File: src/rtl/core/pthp_pkg.sv
// ----------------------------------------------------------------------------
// Parenthesized tree parser package
// Character codes and field widths shared by the parser RTL.
// ----------------------------------------------------------------------------
package pthp_pkg;

	localparam int CHAR_W      = 8;
	localparam int LETTER_W    = 7;
	localparam int TREE_SIZE_W = 12;

	localparam logic [TREE_SIZE_W-1:0] TREE_SIZE_RESET = 12'd2048;

	localparam logic [CHAR_W-1:0] CHAR_OPEN  = 8'h28;
	localparam logic [CHAR_W-1:0] CHAR_CLOSE = 8'h29;
	localparam logic [CHAR_W-1:0] CHAR_A     = 8'h41;
	localparam logic [CHAR_W-1:0] CHAR_Z     = 8'h5A;

endpackage

File: src/rtl/core/paren_tree_to_heap_parser_top.sv
// ----------------------------------------------------------------------------
// Parenthesized tree to heap position parser
// Takes one byte of tree text per request and reports the heap slot of
// every upper-case letter until a slot reaches the size, which gives an error.
// ----------------------------------------------------------------------------
// The parser takes one byte per clock cycle, and its result appears on the
// output in the cycle after the byte is taken. The parent stack lives in a
// synchronous memory whose registered read always holds the current top of
// stack; a push is forwarded into that read register, so pushes, pops and
// lookups follow each other in back-to-back cycles. The input stalls only
// while a result waits in the output register and the output is stalled.
module paren_tree_to_heap_parser_top
	import pthp_pkg::*;
#(
	parameter int HEAP_SLOTS    = 2048,
	parameter int STACK_ENTRIES = 16
) (
	input  logic                        clk,
	input  logic                        arst_n,

	input  logic                        cfg_we,
	input  logic [TREE_SIZE_W-1:0]      cfg_wdata,

	input  logic                        in_valid,
	output logic                        in_stall,
	input  logic [CHAR_W-1:0]           char_code,
	input  logic                        start_of_string,

	output logic                        out_valid,
	input  logic                        out_stall,
	output logic [$clog2(HEAP_SLOTS)-1:0] node_index,
	output logic [LETTER_W-1:0]         node_letter,
	output logic                        overflow_error
);

	localparam int IDX_W  = $clog2(HEAP_SLOTS);
	localparam int SLOT_W = IDX_W + 1;
	localparam int CMP_W  = (SLOT_W > TREE_SIZE_W) ? SLOT_W : TREE_SIZE_W;
	localparam int SP_W   = $clog2(STACK_ENTRIES);
	localparam int CNT_W  = $clog2(STACK_ENTRIES + 1);

	logic [TREE_SIZE_W-1:0] tree_size_q;
	logic [CNT_W-1:0]       count_q;
	logic [IDX_W-1:0]       last_q;
	logic                   right_q;
	logic                   stop_q;
	logic [IDX_W-1:0]       top_q;

	logic [IDX_W-1:0]       stack_mem [STACK_ENTRIES];

	logic                   out_valid_q;
	logic [IDX_W-1:0]       node_index_q;
	logic [LETTER_W-1:0]    node_letter_q;
	logic                   overflow_error_q;

	logic                   acc;
	logic                   is_letter;
	logic [CNT_W-1:0]       count_eff;
	logic [IDX_W-1:0]       last_eff;
	logic                   right_eff;
	logic                   stop_eff;
	logic [CNT_W-1:0]       count_d;
	logic [IDX_W-1:0]       last_d;
	logic                   right_d;
	logic                   stop_d;
	logic                   push_en;
	logic                   push_wr;
	logic [SP_W-1:0]        waddr;
	logic [CNT_W-1:0]       count_n;
	logic [SP_W-1:0]        raddr;
	logic [SLOT_W-1:0]      slot;
	logic [CMP_W-1:0]       limit;
	logic                   res_valid;
	logic                   res_err;
	logic [IDX_W-1:0]       res_index;
	logic [LETTER_W-1:0]    res_letter;

	assign in_stall       = out_valid_q & out_stall;
	assign acc            = in_valid & ~in_stall;
	assign out_valid      = out_valid_q;
	assign node_index     = node_index_q;
	assign node_letter    = node_letter_q;
	assign overflow_error = overflow_error_q;

	assign limit = (CMP_W'(tree_size_q) < CMP_W'(HEAP_SLOTS)) ?
		CMP_W'(tree_size_q) : CMP_W'(HEAP_SLOTS);

	always_comb begin
		is_letter  = char_code inside {[CHAR_A:CHAR_Z]};
		count_eff  = start_of_string ? '0 : count_q;
		last_eff   = start_of_string ? '0 : last_q;
		right_eff  = start_of_string ? 1'b0 : right_q;
		stop_eff   = start_of_string ? 1'b0 : stop_q;
		slot       = (count_eff == '0) ? SLOT_W'(1) : {top_q, right_eff};
		count_d    = count_eff;
		last_d     = last_eff;
		right_d    = right_eff;
		stop_d     = stop_eff;
		push_en    = 1'b0;
		res_valid  = 1'b0;
		res_err    = 1'b0;
		res_index  = '0;
		res_letter = '0;
		if (!stop_eff) begin
			if (char_code == CHAR_OPEN) begin
				if (last_eff != '0) begin
					if (count_eff < CNT_W'(STACK_ENTRIES)) begin
						push_en = 1'b1;
						count_d = count_eff + CNT_W'(1);
					end
					right_d = 1'b0;
				end
				last_d = '0;
			end else if (char_code == CHAR_CLOSE) begin
				if (count_eff != '0) begin
					count_d = count_eff - CNT_W'(1);
				end
				last_d = '0;
			end else if (is_letter) begin
				res_valid = 1'b1;
				if (CMP_W'(slot) >= limit) begin
					res_err = 1'b1;
					stop_d  = 1'b1;
				end else begin
					res_index  = slot[IDX_W-1:0];
					res_letter = char_code[LETTER_W-1:0];
					last_d     = slot[IDX_W-1:0];
					right_d    = 1'b1;
				end
			end
		end
	end

	assign push_wr = acc & push_en;
	assign waddr   = SP_W'(count_eff);
	assign count_n = acc ? count_d : count_q;
	assign raddr   = (count_n == '0) ? '0 : SP_W'(count_n - CNT_W'(1));

	always_ff @(posedge clk) begin
		if (push_wr) begin
			stack_mem[waddr] <= last_eff;
		end
	end

	always_ff @(posedge clk) begin
		top_q <= push_wr ? last_eff : stack_mem[raddr];
	end

	always_ff @(posedge clk or negedge arst_n) begin
		if (!arst_n) begin
			tree_size_q <= TREE_SIZE_RESET;
			count_q     <= '0;
			last_q      <= '0;
			right_q     <= 1'b0;
			stop_q      <= 1'b0;
			out_valid_q <= 1'b0;
		end else begin
			if (cfg_we) begin
				tree_size_q <= cfg_wdata;
			end
			if (acc) begin
				count_q <= count_d;
				last_q  <= last_d;
				right_q <= right_d;
				stop_q  <= stop_d;
			end
			if (acc && res_valid) begin
				out_valid_q <= 1'b1;
			end else if (!out_stall) begin
				out_valid_q <= 1'b0;
			end
		end
	end

	always_ff @(posedge clk) begin
		if (acc && res_valid) begin
			node_index_q     <= res_index;
			node_letter_q    <= res_letter;
			overflow_error_q <= res_err;
		end
	end

`ifndef SYNTHESIS
	a_error_stops: assert property (@(posedge clk) disable iff (!arst_n)
		(acc && res_valid && res_err) |=> stop_q)
		else $error("Error result did not stop parsing.");

	a_stopped_holds: assert property (@(posedge clk) disable iff (!arst_n)
		(acc && stop_q && !start_of_string) |=> ($stable(count_q) && $stable(last_q)))
		else $error("Stopped parser changed its state.");

	a_push_forward: assert property (@(posedge clk) disable iff (!arst_n)
		push_wr |=> (count_q == $past(count_eff) + CNT_W'(1) && top_q == $past(last_eff)))
		else $error("Push did not update the top of stack.");

	a_error_fields: assert property (@(posedge clk) disable iff (!arst_n)
		(out_valid_q && overflow_error_q) |-> (node_index_q == '0 && node_letter_q == '0))
		else $error("Error result carries nonzero fields.");
`endif

endmodule
File: config.mk
export PLATFORM = sky130hd
export DESIGN_NAME = paren_tree_to_heap_parser_top
export DESIGN_NICKNAME = d
export VERILOG_FILES = /design/src/rtl/core/pthp_pkg.sv /design/src/rtl/core/paren_tree_to_heap_parser_top.sv
export SDC_FILE = /design/constraint.sdc
export NUM_CORES = 1
export LEC_CHECK = 0
export CORE_UTILIZATION = 49
export DETAILED_ROUTE_END_ITERATION = 16
export DONT_BUFFER_PORTS = 1
export PLACE_DENSITY = 0.75
export SLEW_MARGIN = 20
export SYNTH_ARGS = -nofsm -noshare
export SYNTH_HDL_FRONTEND = slang
export SYNTH_SLANG_ARGS = --single-unit
File: constraint.sdc
create_clock -name clk -period 4 [get_ports clk]
set_input_delay 0.8 -clock clk [delete_from_list [all_inputs] [get_ports clk]]
set_output_delay 0.8 -clock clk [all_outputs]
set_load 0.1 [all_outputs]
### Yosys cells after proc, flatten, opt, wreduce, memory -nomap -nowiden

Memories as Yosys holds them, arrays and structs flattened. A register that Yosys moved wholly into a read port is not among the register bits.
Index checks and enable logic that the tools add are counted.

* register bits after elaboration: 50
* bits in writable memories: 176
* input bits: 26
* output and inout port bits: 21
* memories kept: 1

* add/subtract/negate cells: 3
* $lt $le $gt $ge: 5
* eq/ne operators: 3
* muxes and demuxes: 42
* bitwise gates (word level): 5
* reductions and logical operators: 7

Memory list
* stack_mem: depth 16, width 11, read ports 1, clocked after memory_dff 1, wr ports 1, RTL line paren_tree_to_heap_parser_top.sv:49 `logic [IDX_W-1:0] stack_mem [STACK_ENTRIES];`

Operator list (number)
* $mux 11: 6
* $mux 5: 8
* $mux 1: 25
* $mux 12: 2
* $eq 8x6->1 const B: 2
* $ge 12x12->1: 1
* $lt 12x12->1 const B: 1
* $reduce_bool 11->1: 1
* $logic_not 5->1: 2
* $ge 8x7->1 const B: 1
* $le 8x7->1 const B: 1
* $add 5x1->5 const B: 1
* $lt 5x5->1 const B: 1
* $reduce_bool 5->1: 1
* $reduce_or 5->1: 1
* $sub 5x1->5 const B: 1
* $mux 4: 1
* $sub 4x1->4 const B: 1
* $and 1x1->1: 3
* $logic_and 1x1->1: 2
* $ne 2x1->1 const B: 1
* $not 1->1: 2

### Longest topological paths before layout

Gate-level depths: netlist of run 1.

* depth after elaboration: 9
* gate-level depth with buffers: 16
* mapped depth without buffers: 13

### Least setup slack after synthesis of run 1

Ideal clock, no wire load.

* kind: input port to flip-flop
* start: input port start_of_string
* end: register node_index_q[6] (netlist: node_index[6]) (data pin)
* setup time: 131 ps
* arrival time: 3736 ps
* setup slack: 133 ps
* cell stages on the path: 16
* path buffers: 3
* cell sequence: buf_2 inv_1 nand2_1 ha_1 o21ai_0 clkbuf_1 and2_4 ha_1 a21o_1 a21o_1 a21oi_1 o31a_1 o21ai_1 nor3_1 clkbuf_1 and2_1

* word-level cells in the longest chain between the ends: 5

RTL lines
* start, declared: RTL line paren_tree_to_heap_parser_top.sv:27 `input logic start_of_string,`
* $mux 5: RTL line paren_tree_to_heap_parser_top.sv:90 `count_eff = start_of_string ? '0 : count_q;`
* $logic_not 5->1: RTL line paren_tree_to_heap_parser_top.sv:94 `slot = (count_eff == '0) ? SLOT_W'(1) : {top_q, right_eff};`
* $mux 12: RTL line paren_tree_to_heap_parser_top.sv:94
* named net slot[5]: RTL line paren_tree_to_heap_parser_top.sv:71 `logic [SLOT_W-1:0] slot;`
* $ge 12x12->1: RTL line paren_tree_to_heap_parser_top.sv:121 `if (CMP_W'(slot) >= limit) begin`
* $reduce_or 5->1 (no line)
* end signal, assigned: RTL line paren_tree_to_heap_parser_top.sv:177 `node_index_q <= res_index;`
* end, declared: RTL line paren_tree_to_heap_parser_top.sv:52 `logic [IDX_W-1:0] node_index_q;`

The timed path passes the listed nets, and every way through them passes these cells.
A chain may end at the register's enable or synchronous reset.

==> results of run 1 <==
sequential cells by signal (all words and copies together) (netlist names), named ones only:
name and flops:
node_letter 7, node_index 11, last_q 11, right_q 1, count_q 5, out_valid 1
tree_size_q 12, stack_mem 176, overflow_error 1, stop_q 1
metal layers:
metal,share of wire,up-vias,track usage
met1,0.43,2679,0.291
li1,-,2258,-
met5,0,-,0
met4,0.028,0,0.0817
met2,0.47,237,0.333
met3,0.068,39,0.0377
area by class of cell:
class,instances,area share
tap,265,0.0301
timing repair buffer,20,0.0182
inverter,15,0.00512
clock inverter,15,0.0126
multi-input combinational,284,0.268
clock buffer,27,0.0556
sequential,230,0.611
per-stage QoR:
step	hold WS [ns]	area, sq um	std cells
finish	0.105	11000	856
global route	0.101	11000	856
CTS	0.102	11000	856
detailed placement	0.492	10200	813
global placement	0.481	10200	813
floorplan	0.465	9850	553
logic make-up (layout without fill, tap and decap cells):
kind of cell,count (synthesis),in the layout,share of synthesized area
DFF,230,230,0.682
and+or+nand+nor,136,136,0.0795
muxes,67,67,0.148
AOI/OAI and AO/OA,61,61,0.0445
buffers and inverters,39,77,0.0218
adders and majority gates,19,19,0.0241
other,1,1,0.000381
power breakdown:
| group | internal [uW] | switching, uW |
|---|---|---|
| clock network | 1230 | 899 |
| logic | 714 | 727 |
| registers | 2690 | 109 |
| total | 4630 | 1730 |
cell usage in the layout, fill, tap and decap left out, types with 3 or more instances in the layout:
cell type  Yosys  routed
clkinv_2       0       3
mux2_2        11      11
nor3_1        15      14
a21oi_1       11      11
nor2b_2        0       5
nand3_1        5       5
nor2b_1       16      11
and2_1        24      24
a21o_1         7       7
mux4_2        32      32
mux4_1        23      23
buf_4          1      16
nor4_1         4       4
nor2_1        13      13
inv_1         15      15
clkbuf_16      0      24
nand4_1        4       4
buf_12         0       4
dfrtp_1       30      30
clkbuf_1       7       3
nand2b_1       3       3
nand2_1       25      25
and2_4        10      10
ha_1          19      19
o21ai_0        9       9
clkinv_1       0       6
edfxtp_1     195     195
a211oi_1       4       4
a22o_1        10      10
final timing paths:
path | from | end | slack [ns] | depth (start not counted)
setup / recovery | flop | node_index[4] | 0.34 | 13
hold / removal | arst_n | count_q[4] | 0.11 | 1
setup reg to reg | flop | node_index[4] | 0.34 | 13
hold reg to reg | last_q[0] | last_q[0] | 0.51 | 1
max in group asynchronous | arst_n | tree_size_q[0] | 3.71 | 1
min in group clk | cfg_we | tree_size_q[11] | 0.34 | 1
repair_timing:
item / 4_1_cts / 5_1_grt
endpoints found under the hold margin: 30 / 0
hold buffers: 1 / 0
gates resized for setup: 0 / 0
==> results.tsv, run 1 <==
metric	value	unit
outcome	finished, final reports clean	
Reg clk slew, reported paths	0.06	ns
initial antenna violation count	0	
Detailed Route WL	20.8	mm
FILL cells	1487	
CTS Sinks	230	
post-synthesis cell count	553	
WP buf/inv	2	
DRT antenna net count	0	
Root Driver	clkbuf_16	
final count of hold timing violations	0	
port buffer count	0	
CP Class	flop to flop	
CTS tree	built	
first-pass GRT wire length	31.2	mm
#FFs+latches synth	230	
Post-CTS Setup Bufs	0	
Worst Path Arrival	4.04	ns
Distinct cells, synth	60	
top post-synthesis cells by area	edfxtp_1 59%, dfrtp_1 7.6%, mux4_2 7.3%	
DRC	0	
Clock Latency Late Sink	0.52	ns
f_max	273	MHz
CTS buffer count	24	
sequential area share after synthesis	0.682	
CP delay by family, top	multiplexers	
syn avg cell area	17.8	sq um
ant diodes	0	
via count	5213	
CTS max path bufs	3	
First-pass DRT Iterations	5	
peak supply drop	0.000315	V
H-tree Lvls	1	
most used cell, CP	a21o_1	
Primary FF master, synth	edfxtp_1	
ys async rst share	0.135	
crit end category	flop	
Max stage delay on crit path	0.58	ns
CP max-delay cell	mux4_1	
share of layout cells above drive strength 1	0.212	
worst setup margin	0.343	ns
nets	620	
Post-synth EDFFs	195	
Initial Util	0.503	
most frequent cell after synthesis	edfxtp_1	
largest net degree at the start of global routing	45	
Global Route Usage Sum	0.210	
vias in the first global route	5151	
Die W	144	microns
post-synth top area cell	edfxtp_1	
pwr dens	579	nW/um^2
final setup vio count	0	
GP Congestion	0.937	
post-DR vias/cell	6.09	
setup TNS	0	ns
Clock Skews	0.0102	ns
area of the multi-input gates	2940	sq um
number of core rows	51	
WL per Instance	24.3	microns
total power	6370	uW
Tcrit/Tclk final	0.914	
crit-path max FO	22	
share of the synthesized area in the top cell type	0.595	
mapped cell area	9850	sq um
register area	6720	sq um
Boundary Pins	47	
post-DP HPWL	12.7	mm
RSZ-0062 raised after global routing	false	
fin. max-slew vios	0	
Synthesized Nets	598	
commonest cells in the netlist	195 x edfxtp_1, 32 x mux4_2, 30 x dfrtp_1	
P_leak	0.00407	uW
dpl ws	0.185	ns
maximum capacitance violations	0	
worst slew pin tran	1.03	ns
core area	19600	sq um
yosys warns	0	
worst-path cell chain	buf_12, mux4_1, mux4_2, and2_4, ha_1, a21o_1, a21o_1, a21oi_1, o31a_1, o21ai_1, nor3_1, buf_4, and2_2	
GRT overflow	0	
final worst path period need	3.66	ns
hold crit path type	input pin to async pin	
Area Overhead vs Synth	11.7	%
CP required	4.38	ns
die area	20700	sq um
Die Height	144	microns
CP Launch Type	flop	
initial drt markers	472	
max_slew headroom	0.315	
Util after Layout	0.561	
No activity file was read; power rests on OpenSTA's default activity.
==> inputs of run 2 (changes only) <==
--- a/config.mk
+++ b/config.mk
@@ -5,10 +5,11 @@
 export SDC_FILE = /design/constraint.sdc
 export NUM_CORES = 1
 export LEC_CHECK = 0
-export CORE_UTILIZATION = 49
+export CORE_ASPECT_RATIO = 0.75
+export CORE_UTILIZATION = 30
 export DETAILED_ROUTE_END_ITERATION = 16
 export DONT_BUFFER_PORTS = 1
-export PLACE_DENSITY = 0.75
+export PLACE_DENSITY = 0.55
 export SLEW_MARGIN = 20
 export SYNTH_ARGS = -nofsm -noshare
 export SYNTH_HDL_FRONTEND = slang
==> run 2 against run 1 <==
- first-iteration DRC count increased by 18%
- final area grew 2.2%
- critical path type unchanged
- die area increased by 62%
- sequential power about the same
- count of clock-buffer cells in the layout rose by 3
- hold slack got worse by 0.0013 ns
- setup slack worse by 0.073 ns
- global-route usage decreased by 7.3 points
- sequential share of layout area is 1.3 points lower
==> results.tsv, run 2 (synthesis gave the netlist of run 1 again) <==
metric	value	unit	change
Clock Latency Late Sink	0.53	ns	about the same
P_leak	0.00406	uW	-0.11%
FILL cells	3058		+110%
share of layout cells above drive strength 1	0.224		+0.0126
CTS buffer count	23		-4.2%
register area	6720	sq um	unchanged
Top reg by flops	stack_mem		
crit end category	flop		
post-DP HPWL	14.2	mm	+11%
CP Class	flop to flop		
area of the multi-input gates	2960	sq um	+0.51%
crit-path max FO	28		+27%
Global Route Usage Sum	0.137		-0.0730
First-pass DRT Iterations	4		-1
number of core rows	57		+12%
commonest non-fill, non-tap cell in the layout	edfxtp_1		
vias in the first global route	5268		+2.3%
f_max	268	MHz	-2.0%
Initial Util	0.304		-0.199
CP Launch Type	flop		
CTS Sinks	230		unchanged
DRT antenna net count	0		unchanged
largest net degree at the start of global routing	45		unchanged
Root Driver	clkbuf_16		
dpl cells	997		+23%
CTS tree	built		
most frequent cells in the layout	195 x edfxtp_1, 32 x mux4_2, 30 x dfrtp_1, 25 x nand2_1		
Tcrit/Tclk final	0.933		+0.0182
nets	626		+0.97%
outcome	finished, final reports clean		
Top Registers	stack_mem: 176 flops, tree_size_q: 12 flops		
non-filler cells, final	1040		+21%
WHS	0.104	ns	-0.00127 ns
Largest register FFs	176		unchanged
hold crit path type	input pin to async pin		
final count of hold timing violations	0		unchanged
maximum capacitance violations	0		unchanged
via count	5218		+0.096%
Detailed Route WL	22.8	mm	+9.6%
Die W	211	microns	+47%
Die Height	159	microns	+11%
GRT overflow	0		unchanged
Area Overhead vs Synth	14.1	%	
pwr dens	562	nW/um^2	-2.8%
H-tree Lvls	1		unchanged
initial drt markers	555		+18%
DRC	0		unchanged
core area	32400	sq um	+65%
initial antenna violation count	0		unchanged
post-DR vias/cell	5.02		-18%
ant diodes	0		unchanged
worst slew pin tran	1.09	ns	+0.0599 ns
port buffer count	0		unchanged
Worst Path Arrival	4.12	ns	+0.08 ns
fin. max-slew vios	0		unchanged
setup TNS	0	ns	unchanged
RSZ-0062 raised after global routing	false		
GP Congestion	0.878		-6.3%
Util after Layout	0.347		-0.214
Reg clk slew, reported paths	0.06	ns	about the same
Clock Skews	0.0121	ns	+0.00191 ns
final setup vio count	0		unchanged
die area	33600	sq um	+62%
first-pass GRT wire length	34.2	mm	+9.5%
peak supply drop	0.000304	V	-3.3%
CTS max path bufs	3		unchanged
WL per Instance	21.9	microns	-9.8%
final worst path period need	3.73	ns	+0.0729 ns
CP required	4.39	ns	about the same
max_slew headroom	0.275		-0.0400
total power	6320	uW	-0.74%
Boundary Pins	47		unchanged
[run 2: critical path, stage by stage (launching register included)]
cell and delay (ns):
dfxtp_2 0.36, buf_12 0.23, mux4_1 0.62, mux4_2 0.51, and2_4 0.19, ha_1 0.30, a21o_1 0.18, a21o_1 0.17
a21oi_1 0.14, o31a_1 0.18, o21ai_1 0.15, nor3_1 0.17, buf_4 0.21, and2_1 0.16
[run 2: through the flow]
step	instance area (sq um)	worst slack, ns
global placement	10500	0.313
detailed placement	10500	0.263
finish	11200	0.270
CTS	11200	0.269
floorplan	9850	0.133
global route	11200	0.0685
[run 2: path summary, 6_finish.rpt]
path / start / endpoint / slack, ns / cells after the start
min: arst_n / tree_size_q[9] / 0.10 / 1
max in group asynchronous: arst_n / last_q[1] / 3.72 / 1
max: flop / node_index[2] / 0.27 / 13
min in group clk: cfg_we / tree_size_q[11] / 0.36 / 1
min reg2reg: tree_size_q[0] / tree_size_q[0] / 0.51 / 1
max reg2reg: flop / node_index[2] / 0.27 / 13
[run 2: power by group]
| group | total [uW] | switching [uW] | internal, uW | leakage (uW) |
|---|---|---|---|---|
| Clock | 2060 | 914 | 1140 | 0.000327 |
| Sequential | 2770 | 89.2 | 2680 | 0.00235 |
| Combinational | 1490 | 781 | 708 | 0.00139 |
| Total | 6320 | 1780 | 4530 | 0.00406 |
[run 2: final cells by class]
| cell class | instances | share of cell area |
|---|---|---|
| clock inverter | 12 | 0.00991 |
| multi-input combinational | 284 | 0.263 |
| inverter | 15 | 0.00501 |
| clock buffer | 30 | 0.0536 |
| sequential | 230 | 0.598 |
| timing repair buffer | 27 | 0.0214 |
| tap | 442 | 0.0492 |
[run 2: repair_timing]
| action | in CTS | in global routing |
|---|---|---|
| buffers inserted | 0 | 0 |
| hold buffers | 1 | 0 |
| endpoints found under the hold margin | 30 | 0 |
| resized for setup | 0 | 0 |
[run 2: metal layers]
layer	up-vias	global-route usage	wire length, microns
li1	2281	-	-
met1	2706	0.202	10600
met2	198	0.209	10300
met3	33	0.0273	1320
met4	0	0.0303	499
met5	-	0	0
